--- src/design/i2cm_pkg.sv ---
// ----------------------------------------------------------------------------
// i2cm_pkg
// Shared types and constants for the I2C master bit engine.
// ----------------------------------------------------------------------------
package i2cm_pkg;

	localparam int unsigned OpW      = 3;
	localparam int unsigned ByteW    = 8;
	localparam int unsigned HalfW    = 16;
	localparam int unsigned IdxW     = 4;
	localparam int unsigned BitsLast = 9;

	localparam logic [OpW-1:0] OP_NONE  = 3'd0;
	localparam logic [OpW-1:0] OP_START = 3'd1;
	localparam logic [OpW-1:0] OP_STOP  = 3'd2;
	localparam logic [OpW-1:0] OP_WRITE = 3'd3;
	localparam logic [OpW-1:0] OP_READ  = 3'd4;

	localparam logic [HalfW-1:0] HALF_RESET = 16'd5;

	typedef enum logic [4:0] {
		ST_IDLE  = 5'b00001,
		ST_START = 5'b00010,
		ST_STOP  = 5'b00100,
		ST_WRITE = 5'b01000,
		ST_READ  = 5'b10000
	} cmd_state_t;

	typedef struct packed {
		logic [OpW-1:0]   opcode;
		logic [ByteW-1:0] data_byte;
		logic             send_ack;
		logic             sda_in;
	} req_t;

	typedef struct packed {
		logic             ack_seen;
		logic [ByteW-1:0] read_data;
		logic             done_res;
		logic             busy_res;
		logic             sda_out;
		logic             scl_out;
	} res_t;

endpackage

--- src/design/i2cm_seq.sv ---
// ----------------------------------------------------------------------------
// i2cm_seq
// Line sequencer state: advances one tick per accepted request and forms
// the line levels and status for that tick.
// ----------------------------------------------------------------------------
module i2cm_seq import i2cm_pkg::*; (
	input  logic             clk,
	input  logic             arst_n,
	input  logic             cfg_we,
	input  logic [HalfW-1:0] cfg_wdata,
	input  logic             step,
	input  req_t             req,
	output res_t             res
);

	logic [HalfW-1:0] half_q;
	cmd_state_t       state_q, state_n;
	logic [1:0]       phase_q, phase_n;
	logic [IdxW-1:0]  idx_q, idx_n;
	logic [ByteW-1:0] shift_q, shift_n;
	logic [HalfW-1:0] wait_q, wait_n;
	logic             scl_q, scl_n;
	logic             sda_q, sda_n;
	logic             ack_q, ack_n;
	logic             pend_q, pend_n;
	logic [ByteW-1:0] rdata_q, rdata_n;
	logic             done;
	logic [HalfW-1:0] load_val;
	logic [IdxW-1:0]  idx_inc;

	assign load_val = (half_q == '0) ? HalfW'(1) : half_q;
	assign idx_inc  = idx_q + IdxW'(1);

	always_comb begin
		state_n = state_q;
		phase_n = phase_q;
		idx_n   = idx_q;
		shift_n = shift_q;
		wait_n  = wait_q;
		scl_n   = scl_q;
		sda_n   = sda_q;
		ack_n   = ack_q;
		pend_n  = pend_q;
		rdata_n = rdata_q;
		done    = 1'b0;
		if (state_q == ST_IDLE) begin
			case (req.opcode)
				OP_START: begin
					phase_n = 2'd1;
					idx_n   = '0;
					scl_n   = 1'b1;
					sda_n   = 1'b1;
					state_n = ST_START;
					wait_n  = load_val;
				end
				OP_STOP: begin
					phase_n = 2'd1;
					idx_n   = '0;
					sda_n   = 1'b0;
					state_n = ST_STOP;
					wait_n  = load_val;
				end
				OP_WRITE: begin
					phase_n = 2'd1;
					idx_n   = '0;
					shift_n = req.data_byte;
					sda_n   = req.data_byte[ByteW-1];
					state_n = ST_WRITE;
					wait_n  = load_val;
				end
				OP_READ: begin
					phase_n = 2'd1;
					idx_n   = '0;
					pend_n  = req.send_ack;
					shift_n = '0;
					sda_n   = 1'b1;
					state_n = ST_READ;
					wait_n  = load_val;
				end
				default: begin
				end
			endcase
		end else if (wait_q > HalfW'(1)) begin
			wait_n = wait_q - HalfW'(1);
		end else if (phase_q == 2'd1) begin
			if (state_q == ST_START)
				sda_n = 1'b0;
			else
				scl_n = 1'b1;
			phase_n = 2'd2;
			wait_n  = load_val;
		end else begin
			unique case (state_q)
				ST_START: begin
					scl_n = 1'b0;
					done  = 1'b1;
				end
				ST_STOP: begin
					sda_n = 1'b1;
					done  = 1'b1;
				end
				ST_WRITE, ST_READ: begin
					if (state_q == ST_WRITE) begin
						if (idx_q >= IdxW'(ByteW))
							ack_n = ~req.sda_in;
						else
							shift_n = {shift_q[ByteW-2:0], 1'b0};
					end else if (idx_q < IdxW'(ByteW)) begin
						shift_n = {shift_q[ByteW-2:0], req.sda_in};
					end
					scl_n = 1'b0;
					idx_n = idx_inc;
					if (idx_inc >= IdxW'(BitsLast)) begin
						if (state_q == ST_READ)
							rdata_n = shift_n;
						done = 1'b1;
					end else begin
						if (state_q == ST_WRITE)
							sda_n = (idx_inc < IdxW'(ByteW)) ? shift_n[ByteW-1] : 1'b1;
						else
							sda_n = (idx_inc < IdxW'(ByteW)) ? 1'b1 : ~pend_q;
						phase_n = 2'd1;
						wait_n  = load_val;
					end
				end
				default: done = 1'b1;
			endcase
			if (done) begin
				state_n = ST_IDLE;
				phase_n = 2'd0;
				wait_n  = '0;
			end
		end
	end

	always_ff @(posedge clk or negedge arst_n) begin
		if (!arst_n) begin
			half_q <= HALF_RESET;
		end else if (cfg_we) begin
			half_q <= cfg_wdata;
		end
	end

	always_ff @(posedge clk or negedge arst_n) begin
		if (!arst_n) begin
			state_q <= ST_IDLE;
			phase_q <= 2'd0;
			idx_q   <= '0;
			shift_q <= '0;
			wait_q  <= '0;
			scl_q   <= 1'b1;
			sda_q   <= 1'b1;
			ack_q   <= 1'b0;
			pend_q  <= 1'b0;
			rdata_q <= '0;
		end else if (step) begin
			state_q <= state_n;
			phase_q <= phase_n;
			idx_q   <= idx_n;
			shift_q <= shift_n;
			wait_q  <= wait_n;
			scl_q   <= scl_n;
			sda_q   <= sda_n;
			ack_q   <= ack_n;
			pend_q  <= pend_n;
			rdata_q <= rdata_n;
		end
	end

	assign res.scl_out   = scl_n;
	assign res.sda_out   = sda_n;
	assign res.busy_res  = (state_n != ST_IDLE);
	assign res.done_res  = done;
	assign res.read_data = rdata_n;
	assign res.ack_seen  = ack_n;

	a_idle_clear: assert property (@(posedge clk) disable iff (!arst_n)
		(state_q == ST_IDLE) |-> (phase_q == 2'd0 && wait_q == '0))
		else $error("idle with live phase or delay");

	a_busy_wait: assert property (@(posedge clk) disable iff (!arst_n)
		(state_q != ST_IDLE) |-> (wait_q != '0 && phase_q != 2'd0))
		else $error("command in progress without a delay loaded");

	a_done_idle: assert property (@(posedge clk) disable iff (!arst_n)
		(step && res.done_res) |=> (state_q == ST_IDLE))
		else $error("completion did not return to idle");

	a_idx_range: assert property (@(posedge clk) disable iff (!arst_n)
		idx_q <= IdxW'(BitsLast))
		else $error("bit index out of range");

endmodule

--- src/design/i2cm_out_reg.sv ---
// ----------------------------------------------------------------------------
// i2cm_out_reg
// Result register: holds one result until taken and accepts the next
// request in the cycle the held result leaves.
// ----------------------------------------------------------------------------
module i2cm_out_reg import i2cm_pkg::*; (
	input  logic clk,
	input  logic arst_n,
	input  logic load,
	input  res_t res_in,
	input  logic take,
	output logic ready,
	output logic valid,
	output res_t res_out
);

	logic valid_q;

	assign ready = !valid_q || take;
	assign valid = valid_q;

	always_ff @(posedge clk or negedge arst_n) begin
		if (!arst_n) begin
			valid_q <= 1'b0;
		end else if (load) begin
			valid_q <= 1'b1;
		end else if (take) begin
			valid_q <= 1'b0;
		end
	end

	always_ff @(posedge clk) begin
		if (load) begin
			res_out <= res_in;
		end
	end

endmodule

--- src/design/i2c_master_bit_engine_core.sv ---
// Output: a result is registered and appears in the cycle after its request is accepted.
// Throughput: one request per cycle; the sequencer next-state logic and the
// result register together sustain a tick every clock while results are taken.
// Reset: lines released high, sequencer idle, half period 5, no result held.
// ----------------------------------------------------------------------------
// i2c_master_bit_engine_core
// I2C master bit engine: start, stop, write byte and read byte sequencing,
// one tick per request.
// ----------------------------------------------------------------------------
module i2c_master_bit_engine_core import i2cm_pkg::*; (
	input  logic             clk,
	input  logic             arst_n,
	input  logic             cfg_we,
	input  logic [HalfW-1:0] cfg_wdata,
	input  logic             s_tvalid,
	output logic             s_tready,
	input  logic [15:0]      s_tdata,  // data_byte[7:0], send_ack[8], sda_in[9], zeros
	input  logic [OpW-1:0]   s_tuser,  // opcode[2:0]
	output logic             m_tvalid,
	input  logic             m_tready,
	output logic [15:0]      m_tdata   // scl_out, sda_out, busy_res, done_res,
	                                   // read_data[11:4], ack_seen[12], zeros
);

	req_t req;
	res_t res_next;
	res_t res_held;
	logic step;

	assign req.opcode    = s_tuser;
	assign req.data_byte = s_tdata[7:0];
	assign req.send_ack  = s_tdata[8];
	assign req.sda_in    = s_tdata[9];

	assign step = s_tvalid && s_tready;

	i2cm_seq u_seq (
		.clk       (clk),
		.arst_n    (arst_n),
		.cfg_we    (cfg_we),
		.cfg_wdata (cfg_wdata),
		.step      (step),
		.req       (req),
		.res       (res_next)
	);

	i2cm_out_reg u_out (
		.clk     (clk),
		.arst_n  (arst_n),
		.load    (step),
		.res_in  (res_next),
		.take    (m_tready),
		.ready   (s_tready),
		.valid   (m_tvalid),
		.res_out (res_held)
	);

	assign m_tdata = {3'b000, res_held.ack_seen, res_held.read_data, res_held.done_res,
		res_held.busy_res, res_held.sda_out, res_held.scl_out};

endmodule
--- config.mk ---
export PLATFORM = sky130hd
export DESIGN_NAME = i2c_master_bit_engine_core
export DESIGN_NICKNAME = d
export VERILOG_FILES = /design/src/design/i2cm_pkg.sv /design/src/design/i2cm_seq.sv /design/src/design/i2cm_out_reg.sv /design/src/design/i2c_master_bit_engine_core.sv
export SDC_FILE = /design/constraint.sdc
export NUM_CORES = 1
export LEC_CHECK = 0
export BUFFER_PORTS_ARGS = -buffer_cell sky130_fd_sc_hd__buf_4
export CORE_ASPECT_RATIO = 0.6
export CORE_MARGIN = 8
export CORE_UTILIZATION = 55
export CTS_CLUSTER_SIZE = 30
export DETAILED_ROUTE_END_ITERATION = 10
export PLACE_DENSITY_LB_ADDON = 0.25
export SYNTH_ARGS = -nofsm -noshare
export SYNTH_HDL_FRONTEND = slang
export SYNTH_SLANG_ARGS = --single-unit
export TNS_END_PERCENT = 1
--- constraint.sdc ---
create_clock -name clk -period 6.5 [get_ports clk]
set_input_delay 0.325 -clock clk [delete_from_list [all_inputs] [get_ports clk]]
set_output_delay 0.325 -clock clk [all_outputs]
set_load 0.05 [all_outputs]
==> results of run 1 <==
-- flip-flops by register name (all words and copies together) (netlist names) --
register	flops
u_seq.sda_q	1
u_seq.wait_q	16
u_seq.phase_q	2
u_seq.half_q	16
u_out.valid	1
u_seq.ack_q	1
u_seq.rdata_q	8
u_seq.idx_q	4
u_seq.shift_q	8
u_seq.state_q	5
u_out.res_out	13
u_seq.scl_q	1
u_seq.pend_q	1
-- cells by family after synthesis --
group	count (synthesis)	synth area share, %
AND/OR/NAND/NOR	141	18.22
adder cells (fa/ha/maj)	4	1.221
XOR/XNOR	2	0.4274
multiplexers	26	6.929
flip-flops	77	48.75
other	1	0.09149
AO/OA/AOI/OAI	125	20.09
buffers and inverters	34	4.274
-- cell type report --
type                       instances  area [sq um]  share of cell area (%)
inverter                           8         30.03                  0.6351
multi-input combinational        301          1933                   40.88
sequential                        77          1998                   42.26
tap                              104         130.1                   2.752
timing repair buffer              49         367.9                   7.780
clock inverter                     6         40.04                  0.8468
clock buffer                      10         229.0                   4.843
-- metal layers --
metal	wire, microns	global-route usage, %	share of wire, %	vias to the layer above
li1	-	-	-	1595
met1	4716	27.77	48	1593
met2	4069	25.42	41	133
met3	979	7.781	9.9	9
met4	78	4.619	0.79	0
met5	0	0	0	-
-- cell usage after synthesis, types with 7 or more instances --
cell,instances
o21ai_2,8
nand3_1,11
mux2_2,19
o21ai_0,42
inv_1,8
a21oi_1,18
nor4_1,9
a31oi_1,12
nand2_1,38
nor2_1,34
a22o_1,7
clkbuf_1,14
edfxtp_1,13
dfrtp_1,59
mux2i_1,7
nor3_1,9
-- report_power, final --
part	internal, mW	switching, mW	total [mW]
registers	0.630	0.135	0.765
logic	0.220	0.345	0.566
clock network	0.257	0.201	0.458
total	1.11	0.681	1.79
-- worst max path at each step --
| stage | to | startpoint |
|---|---|---|
| finish | u_seq.wait_q[14]$_DFFE_PN0P_ | u_seq.state_q[2]$_DFFE_PN0P_ |
| global route | u_seq.wait_q[14]$_DFFE_PN0P_ | u_seq.state_q[2]$_DFFE_PN0P_ |
| CTS | u_seq.wait_q[14]$_DFFE_PN0P_ | u_seq.state_q[2]$_DFFE_PN0P_ |
| detailed placement | u_seq.wait_q[14]$_DFFE_PN0P_ | u_seq.state_q[2]$_DFFE_PN0P_ |
| global placement | u_seq.wait_q[14]$_DFFE_PN0P_ | u_seq.state_q[2]$_DFFE_PN0P_ |
| floorplan | u_seq.wait_q[14]$_DFFE_PN0P_ | u_out.valid$_DFFE_PN0P_ |
-- stage by stage --
stage / instances / utilization [%]
3_3_place_gp: 539 / 61.62
5_1_grt: 555 / 65.34
3_5_place_dp: 539 / 61.62
4_1_cts: 555 / 65.34
2_1_floorplan: 412 / -
6_report: 555 / 65.34
-- worst reg2reg max path, stage by stage, from the launching register on --
cell and delay (ns):
dfrtp_1 0.41, or3_1 0.41, or3_1 0.69, o21ai_1 0.82
a21oi_1 0.22, a221o_1 0.42
==> results.yml, run 1 <==
timing:
  slew_headroom_pct: 42.20
  final-setup-viol-count: 0
  worst_slack_ns: 3.415
  fin_skew_ns: 0.008374
  tightestPinTransition_ns: 0.8670
  slew_viol_final: 0
  rsz0062_at_grt: "false"
  clock.fmax_mhz: 324.1
  finalCritPeriodShare_pct: 47.47
  fin_crit_ns: 3.085
  whs_ns: 0.07907
  hold_viol: 0
  fin_setup_tns_ns: 0
clock_tree:
  cts_post_setup_buffers_inserted: 0
  cts_tree: "built"
  post_cts_resized: 0
  root_buffer: "clkbuf_16"
  cts_max_level: 3
  cts_sinks: 77
  clock_latency_ns: 0.34
  clock_path_buffers: 2
  clk_pin_slew_worst_paths_ns: 0.06
  hold_buffers: 0
  cts_buffers: 9
die:
  die_w_microns: 127.5
  start_util_pct: 56.64
  num_rows: 24
  core-area_sq_um: 7237
  num_io_pins: 58
  die-area_sq_um: 10560
  die-height_microns: 82.87
global_routing:
  grt_overflow: 0
  grt_pass1_wl_microns: 16110
  grt_max_degree: 65
  grt_use_total_pct: 19.10
  grt_pass1_vias: 3096
  antenna_found_initial: 0
logic_synthesis:
  synth-edff-count: 13
  synth.largest_area_cell: "dfrtp_1"
  synth_seq_cells: 77
  synth_cells: 410
  synth_cell_types: 67
  yosys_warnings: 0
  yosysTopAreaCellShare_pct: 36.02
  ys_seq_area_share_pct: 48.75
  synth_area_leaders: "dfrtp_1 36%, edfxtp_1 9.5%, mux2_2 5.2%"
  synthesis.area_sq_um: 4099
  yosys_most_used_dff: "dfrtp_1"
  async_flop_share_pct: 83.12
  syn-mean-instance-area_sq_um: 9.997
routing:
  wirelength_microns: 9843
  firstDrtPassIters: 5
  routed-via-count: 3330
  drc_errors: 0
  drt.antenna.violating_nets: 0
  routedWlPerCell_microns: 17.74
  drt_iter0_markers: 378
  viasPerCell: 6.000
placed_design:
  placed_area_sq_um: 4459
  hpwl_microns: 6926
  portBuffers: 48
  gp_congestion: 0.8987
  place_ws_ns: 3.522
setup_path:
  worstPathCellList: "or3_1 > or3_1 > o21ai_1 > a21oi_1 > a221o_1"
  critPathSlowestCell: "o21ai_1"
  end_kind: "flip-flop"
  cp-start-kind: "flip-flop"
  r2r-end: "u_seq.wait_q[14]$_DFFE_PN0P_"
  cp_num_cells: 5
  cpMostUsedCell: "or3_1"
  reg2reg_depth: 5
  crit_required_ns: 6.72
  critical_path.top_delay_family: "compound AO/OA/AOI/OAI gates"
  cp_slowest_stage_delay_ns: 0.81
  r2r_slack_ns: 3.41
  cp_num_buf_inv: 0
  worstReg2RegStart: "u_seq.state_q[2]$_DFFE_PN0P_"
  cp_max_fo: 23
  arrival_ns: 3.30
  critPathKind: "reg2reg"
final_layout:
  fin_nets: 490
  fin_area_sq_um: 4728
  final_common_cell: "dfrtp_1"
  syn2layout_area_growth_pct: 15.35
  num_antenna_cells: 0
  drive_above_1_share_pct: 24.39
  layout_common_cells: "59 x dfrtp_1, 49 x buf_4, 42 x o21ai_0"
  fillCellCount: 578
power_and_ir_drop:
  power_density_nw_per_um2: 378.4
  cellLeakagePower_nw: 1.914
  finalPower_mw: 1.789
  ir_worst_vdd_mv: 0.1878
run_status:
  outcome: "completed"
run:
  max-cap-violations: 0
hold_path:
  hold_class: "in2async"
(Power assumes the default switching activity.)
==> run 2: changes to the inputs <==
CORE_UTILIZATION = 52   (was 55)
clock period = 2.8 ns   (was 6.5 ns; I/O delays follow)
==> results.yml, run 2 (synthesis results as in run 1) <==
run_status:
  outcome: "completed"
timing:
  slew_headroom_pct: 45.67
  fin_skew_ns: 0.006494
  final-setup-viol-count: 0
  fin_setup_tns_ns: 0
  hold_viol: 0
  slew_viol_final: 0
  finalCritPeriodShare_pct: 92.28
  clock.fmax_mhz: 387.0
  tightestPinTransition_ns: 0.8149
  fin_crit_ns: 2.584
  rsz0062_at_grt: "false"
clock_tree:
  cts_sinks: 77
  clk_pin_slew_worst_paths_ns: 0.06
  clock_path_buffers: 2
  cts_buffers: 9
  clock_latency_ns: 0.34
  cts_tree: "built"
  cts_max_level: 3
  root_buffer: "clkbuf_16"
power_and_ir_drop:
  p_sw_mw: 1.574
  power_density_nw_per_um2: 876.0
  p_clk_share_pct: 26.9
  seqPwrFrac_pct: 41.5
  ir_worst_vdd_mv: 0.3955
  cellLeakagePower_nw: 1.998
  internal_power_mw: 2.704
  pwr-share-comb_pct: 31.6
  switching_share_pct: 36.80
die:
  start_util_pct: 52.84
  die-area_sq_um: 11070
  die_w_microns: 130.6
  core-area_sq_um: 7757
  num_io_pins: 58
  die-height_microns: 84.77
  num_rows: 25
final_layout:
  num_antenna_cells: 0
  final_util_pct: 62.95
  syn2layout_area_growth_pct: 19.14
  fin_nets: 502
  reg_top3: "u_seq.half_q: 16 flops, u_seq.wait_q: 16 flops, u_out.res_out: 13 flops"
  drive_above_1_share_pct: 26.78
  layout_common_cells: "59 x buf_4, 59 x dfrtp_1, 42 x o21ai_0"
routing:
  routedWlPerCell_microns: 17.19
  wirelength_microns: 9814
  routed-via-count: 3388
  viasPerCell: 5.933
  drt.antenna.violating_nets: 0
  drt_iter0_markers: 350
  drc_errors: 0
  firstDrtPassIters: 5
global_routing:
  grt_pass1_vias: 3283
  grt_overflow: 0
  grt_max_degree: 65
  antenna_found_initial: 0
  grt_pass1_wl_microns: 16340
  grt_use_total_pct: 18.81
setup_path:
  cp_num_buf_inv: 0
  critPathSlowestCell: "or4_1"
  worstReg2RegStart: "u_seq.wait_q[4]$_DFFE_PN0P_"
  critical_path.top_delay_family: "simple AND/OR/NAND/NOR gates"
  r2r-end: "u_seq.wait_q[12]$_DFFE_PN0P_"
  r2r_slack_ns: 0.22
  cp_slowest_stage_delay_ns: 0.64
  cp-start-kind: "flip-flop"
  end_kind: "flip-flop"
  cp_max_fo: 8
  reg2reg_depth: 6
  critPathKind: "reg2reg"
  worstPathCellList: "or4_4 > or4_1 > nor4_1 > o21ai_0 > a21oi_1 > a21bo_2"
  crit_required_ns: 3.02
  arrival_ns: 2.81
hold_path:
  hold_class: "in2reg"
  worstHoldStart: "s_tvalid"
  hold_end: "u_out.valid$_DFFE_PN0P_"
  whs_path_depth: 2
placed_design:
  hpwl_microns: 7006
  gp_congestion: 0.8917
  portBuffers: 48
run:
  max-cap-violations: 0
[run 2: metrics by stage]
stage / power [mW] / setup slack, ns / hold WS (ns) / instances / instance area [sq um]
after CTS: 4.251 / 0.1653 / 0.003970 / 570 / 4856
after global routing: 4.526 / 0.07362 / 0.003624 / 571 / 4883
after floorplan: 2.711 / 0.2458 / -0.1556 / 412 / 4106
after detailed placement: 3.096 / 0.1835 / 0.2921 / 553 / 4552
final: 4.278 / 0.2163 / 0.006658 / 571 / 4883
after global placement: 3.032 / 0.2379 / 0.2925 / 553 / 4552
[run 2: what timing repair did]
action / in CTS / in global routing
endpoints found under the hold margin: 59 / 0
hold buffers: 1 / 0
resized for setup: 0 / 3
buffers inserted: 0 / 1
setup endpoints to repair: 0 / 18
[run 2: layer usage]
metal	GRT usage [%]	wire, microns
met3	6.515	929
met5	0	0
met2	25.10	4063
met4	5.285	85
met1	27.63	4736
[run 2: final cells by class]
| class | count | area, sq um |
|---|---|---|
| Multi-Input combinational cell | 301 | 1953 |
| Tap cell | 108 | 135.1 |
| Clock inverter | 6 | 65.06 |
| Sequential cell | 77 | 1998 |
| Inverter | 8 | 30.03 |
| Timing Repair Buffer | 61 | 473.0 |
| Fill cell | 669 | 2874 |
| Clock buffer | 10 | 229.0 |
[run 2: power by group through the flow]
stage               Sequential [mW]  Combinational [mW]  Clock (mW)
floorplan                      1.74               0.966           0
global placement               1.76                1.27           0
detailed placement             1.77                1.32           0
CTS                            1.76                1.33        1.16
global route                   1.82                1.50        1.21
finish                         1.78                1.35        1.15
[run 2: worst max path at each step]
stage | from | end | slack, ns | depth (start not counted)
global placement | u_seq.wait_q[9]$_DFFE_PN0P_ | u_seq.shift_q[5]$_DFFE_PN0P_ | 0.24 | 6
finish | u_seq.wait_q[4]$_DFFE_PN0P_ | u_seq.wait_q[12]$_DFFE_PN0P_ | 0.22 | 6
floorplan | u_out.valid$_DFFE_PN0P_ | u_seq.wait_q[14]$_DFFE_PN0P_ | 0.25 | 7
detailed placement | u_seq.wait_q[9]$_DFFE_PN0P_ | u_out.res_out[4]$_DFFE_PP_ | 0.18 | 6
global route | u_seq.wait_q[4]$_DFFE_PN0P_ | u_seq.wait_q[12]$_DFFE_PN0P_ | 0.07 | 6
CTS | u_seq.wait_q[9]$_DFFE_PN0P_ | u_seq.shift_q[4]$_DFFE_PN0P_ | 0.17 | 6
==> run 3: changes to the inputs <==
CORE_UTILIZATION = 45   (was 52)
==> results.yml, run 3 (synthesis results as in run 1) <==
run_status:
  outcome: "completed"
placed_design:
  hpwl_microns: 6995
  place_ws_ns: 0.1406
  portBuffers: 48
  gp_congestion: 0.8279
  placed_cells: 559
final_layout:
  fin_nets: 501
  syn2layout_area_growth_pct: 17.92
  num_antenna_cells: 0
  layout_common_cells: "59 x buf_4, 59 x dfrtp_1, 42 x o21ai_0"
  instances_no_fill: 578
  drive_above_1_share_pct: 25.76
  fillCellCount: 818
  reg_top3: "u_seq.half_q: 16 flops, u_seq.wait_q: 16 flops, u_out.res_out: 13 flops"
  regArea_sq_um: 1998
  multiInputGateArea_sq_um: 1944
clock_tree:
  cts_tree: "built"
  clock_path_buffers: 2
  root_buffer: "clkbuf_16"
  cts_buffers: 9
  clk_pin_slew_worst_paths_ns: 0.06
  clock_latency_ns: 0.32
  cts_max_level: 3
  cts_sinks: 77
die:
  num_rows: 27
  start_util_pct: 45.44
  core-area_sq_um: 9020
  die-height_microns: 89.93
  die_w_microns: 139.2
  die-area_sq_um: 12520
  num_io_pins: 58
routing:
  viasPerCell: 5.773
  routedWlPerCell_microns: 16.84
  routed-via-count: 3337
  firstDrtPassIters: 6
  drt_iter0_markers: 327
  wirelength_microns: 9736
  drt.antenna.violating_nets: 0
  drc_errors: 0
global_routing:
  grt_max_degree: 65
  grt_overflow: 0
  antenna_found_initial: 0
  grt_use_total_pct: 16.18
  grt_pass1_wl_microns: 16620
  grt_pass1_vias: 3217
setup_path:
  critPathSlowestCell: "or4_4"
  r2r_slack_ns: 0.15
  cp-start-kind: "flip-flop"
  cp_slowest_stage_delay_ns: 0.59
  reg2reg_depth: 6
  cp_num_buf_inv: 0
  end_kind: "flip-flop"
  critical_path.top_delay_family: "simple AND/OR/NAND/NOR gates"
  worstReg2RegStart: "u_seq.wait_q[4]$_DFFE_PN0P_"
  r2r-end: "u_out.res_out[6]$_DFFE_PP_"
  crit_required_ns: 2.84
  critPathKind: "reg2reg"
  worstPathCellList: "or4_4 > nor3_4 > nand4_4 > or3_1 > nand2_1 > o21ai_0"
  cp_max_fo: 16
  arrival_ns: 2.69
timing:
  fin_skew_ns: 0.006300
  slew_headroom_pct: 45.70
  whs_ns: 0.02227
  finalCritPeriodShare_pct: 94.56
  tightestPinTransition_ns: 0.8145
  hold_viol: 0
  fin_crit_ns: 2.648
  fin_setup_tns_ns: 0
  slew_viol_final: 0
  rsz0062_at_grt: "false"
  final-setup-viol-count: 0
  clock.fmax_mhz: 377.7
  worst_slack_ns: 0.1523
power_and_ir_drop:
  power_density_nw_per_um2: 855.0
  finalPower_mw: 4.133
  ir_worst_vdd_mv: 0.3937
  cellLeakagePower_nw: 1.971
hold_path:
  whs_path_depth: 2
  worstHoldStart: "s_tvalid"
  hold_class: "in2reg"
  hold_end: "u_out.valid$_DFFE_PN0P_"
run:
  max-cap-violations: 0
run 3: cell types whose count changed in the layout (fill, tap and decap cells not counted):
cell,change
clkbuf_1,+2
buf_12,-1
bufinv_16,-1
clkinv_4,-1
or3_1,+1
or3_4,-1
or4_1,+1
or4_4,-1
run 3: stage by stage:
| step | utilization [%] | instance area [sq um] |
|---|---|---|
| 2_1_floorplan | - | 4106 |
| 4_1_cts | 53.29 | 4807 |
| 3_5_place_dp | 50.27 | 4534 |
| 5_1_grt | 53.59 | 4833 |
| 6_report | 53.59 | 4833 |
| 3_3_place_gp | 50.27 | 4534 |
run 3: worst max-delay path by stage:
stage,start,depth (start not counted),to,slack [ns]
floorplan,u_out.valid$_DFFE_PN0P_,7,u_seq.wait_q[14]$_DFFE_PN0P_,0.25
global placement,u_seq.wait_q[9]$_DFFE_PN0P_,6,u_seq.shift_q[5]$_DFFE_PN0P_,0.23
detailed placement,u_seq.wait_q[9]$_DFFE_PN0P_,6,u_seq.shift_q[6]$_DFFE_PN0P_,0.14
CTS,u_seq.wait_q[9]$_DFFE_PN0P_,6,u_seq.shift_q[6]$_DFFE_PN0P_,0.1
global route,u_seq.wait_q[4]$_DFFE_PN0P_,6,u_out.res_out[6]$_DFFE_PP_,0.01
finish,u_seq.wait_q[4]$_DFFE_PN0P_,6,u_out.res_out[6]$_DFFE_PP_,0.15
run 3: layout make-up:
type	instances	share of cell area, %
clock buffer	12	4.893
multi-input combinational	301	40.23
timing repair buffer	60	9.371
clock inverter	4	0.5436
inverter	8	0.6213
sequential	77	41.34
tap	116	3.003
run 3: what timing repair did:
item	in CTS	in global routing
setup buffers	0	2
hold buffers	1	0
gates resized for setup	0	1
endpoints found under the setup margin	0	6
hold endpoints to repair	59	0
run 3: worst register-to-register path, cell delays in order (launching register included):
cell     delay (ns)
dfrtp_1        0.46
or4_4          0.59
nor3_4         0.34
nand4_4        0.17
or3_1          0.55
nand2_1        0.14
o21ai_0        0.12
run 3: metal layers:
metal,wire [microns],up-vias,GRT usage [%],part of all wire [%]
li1,-,1611,-,-
met2,3822,106,20.47,39
met1,5162,1610,25.18,53
met5,0,-,0,0
met4,90,0,4.723,0.92
met3,661,10,4.697,6.8
run 3: power breakdown:
part	switching (mW)	leakage [nW]	total, mW	internal (mW)
sequential	0.300	0.890	1.76	1.46
combinational	0.807	0.955	1.34	0.536
clock	0.427	0.127	1.03	0.599
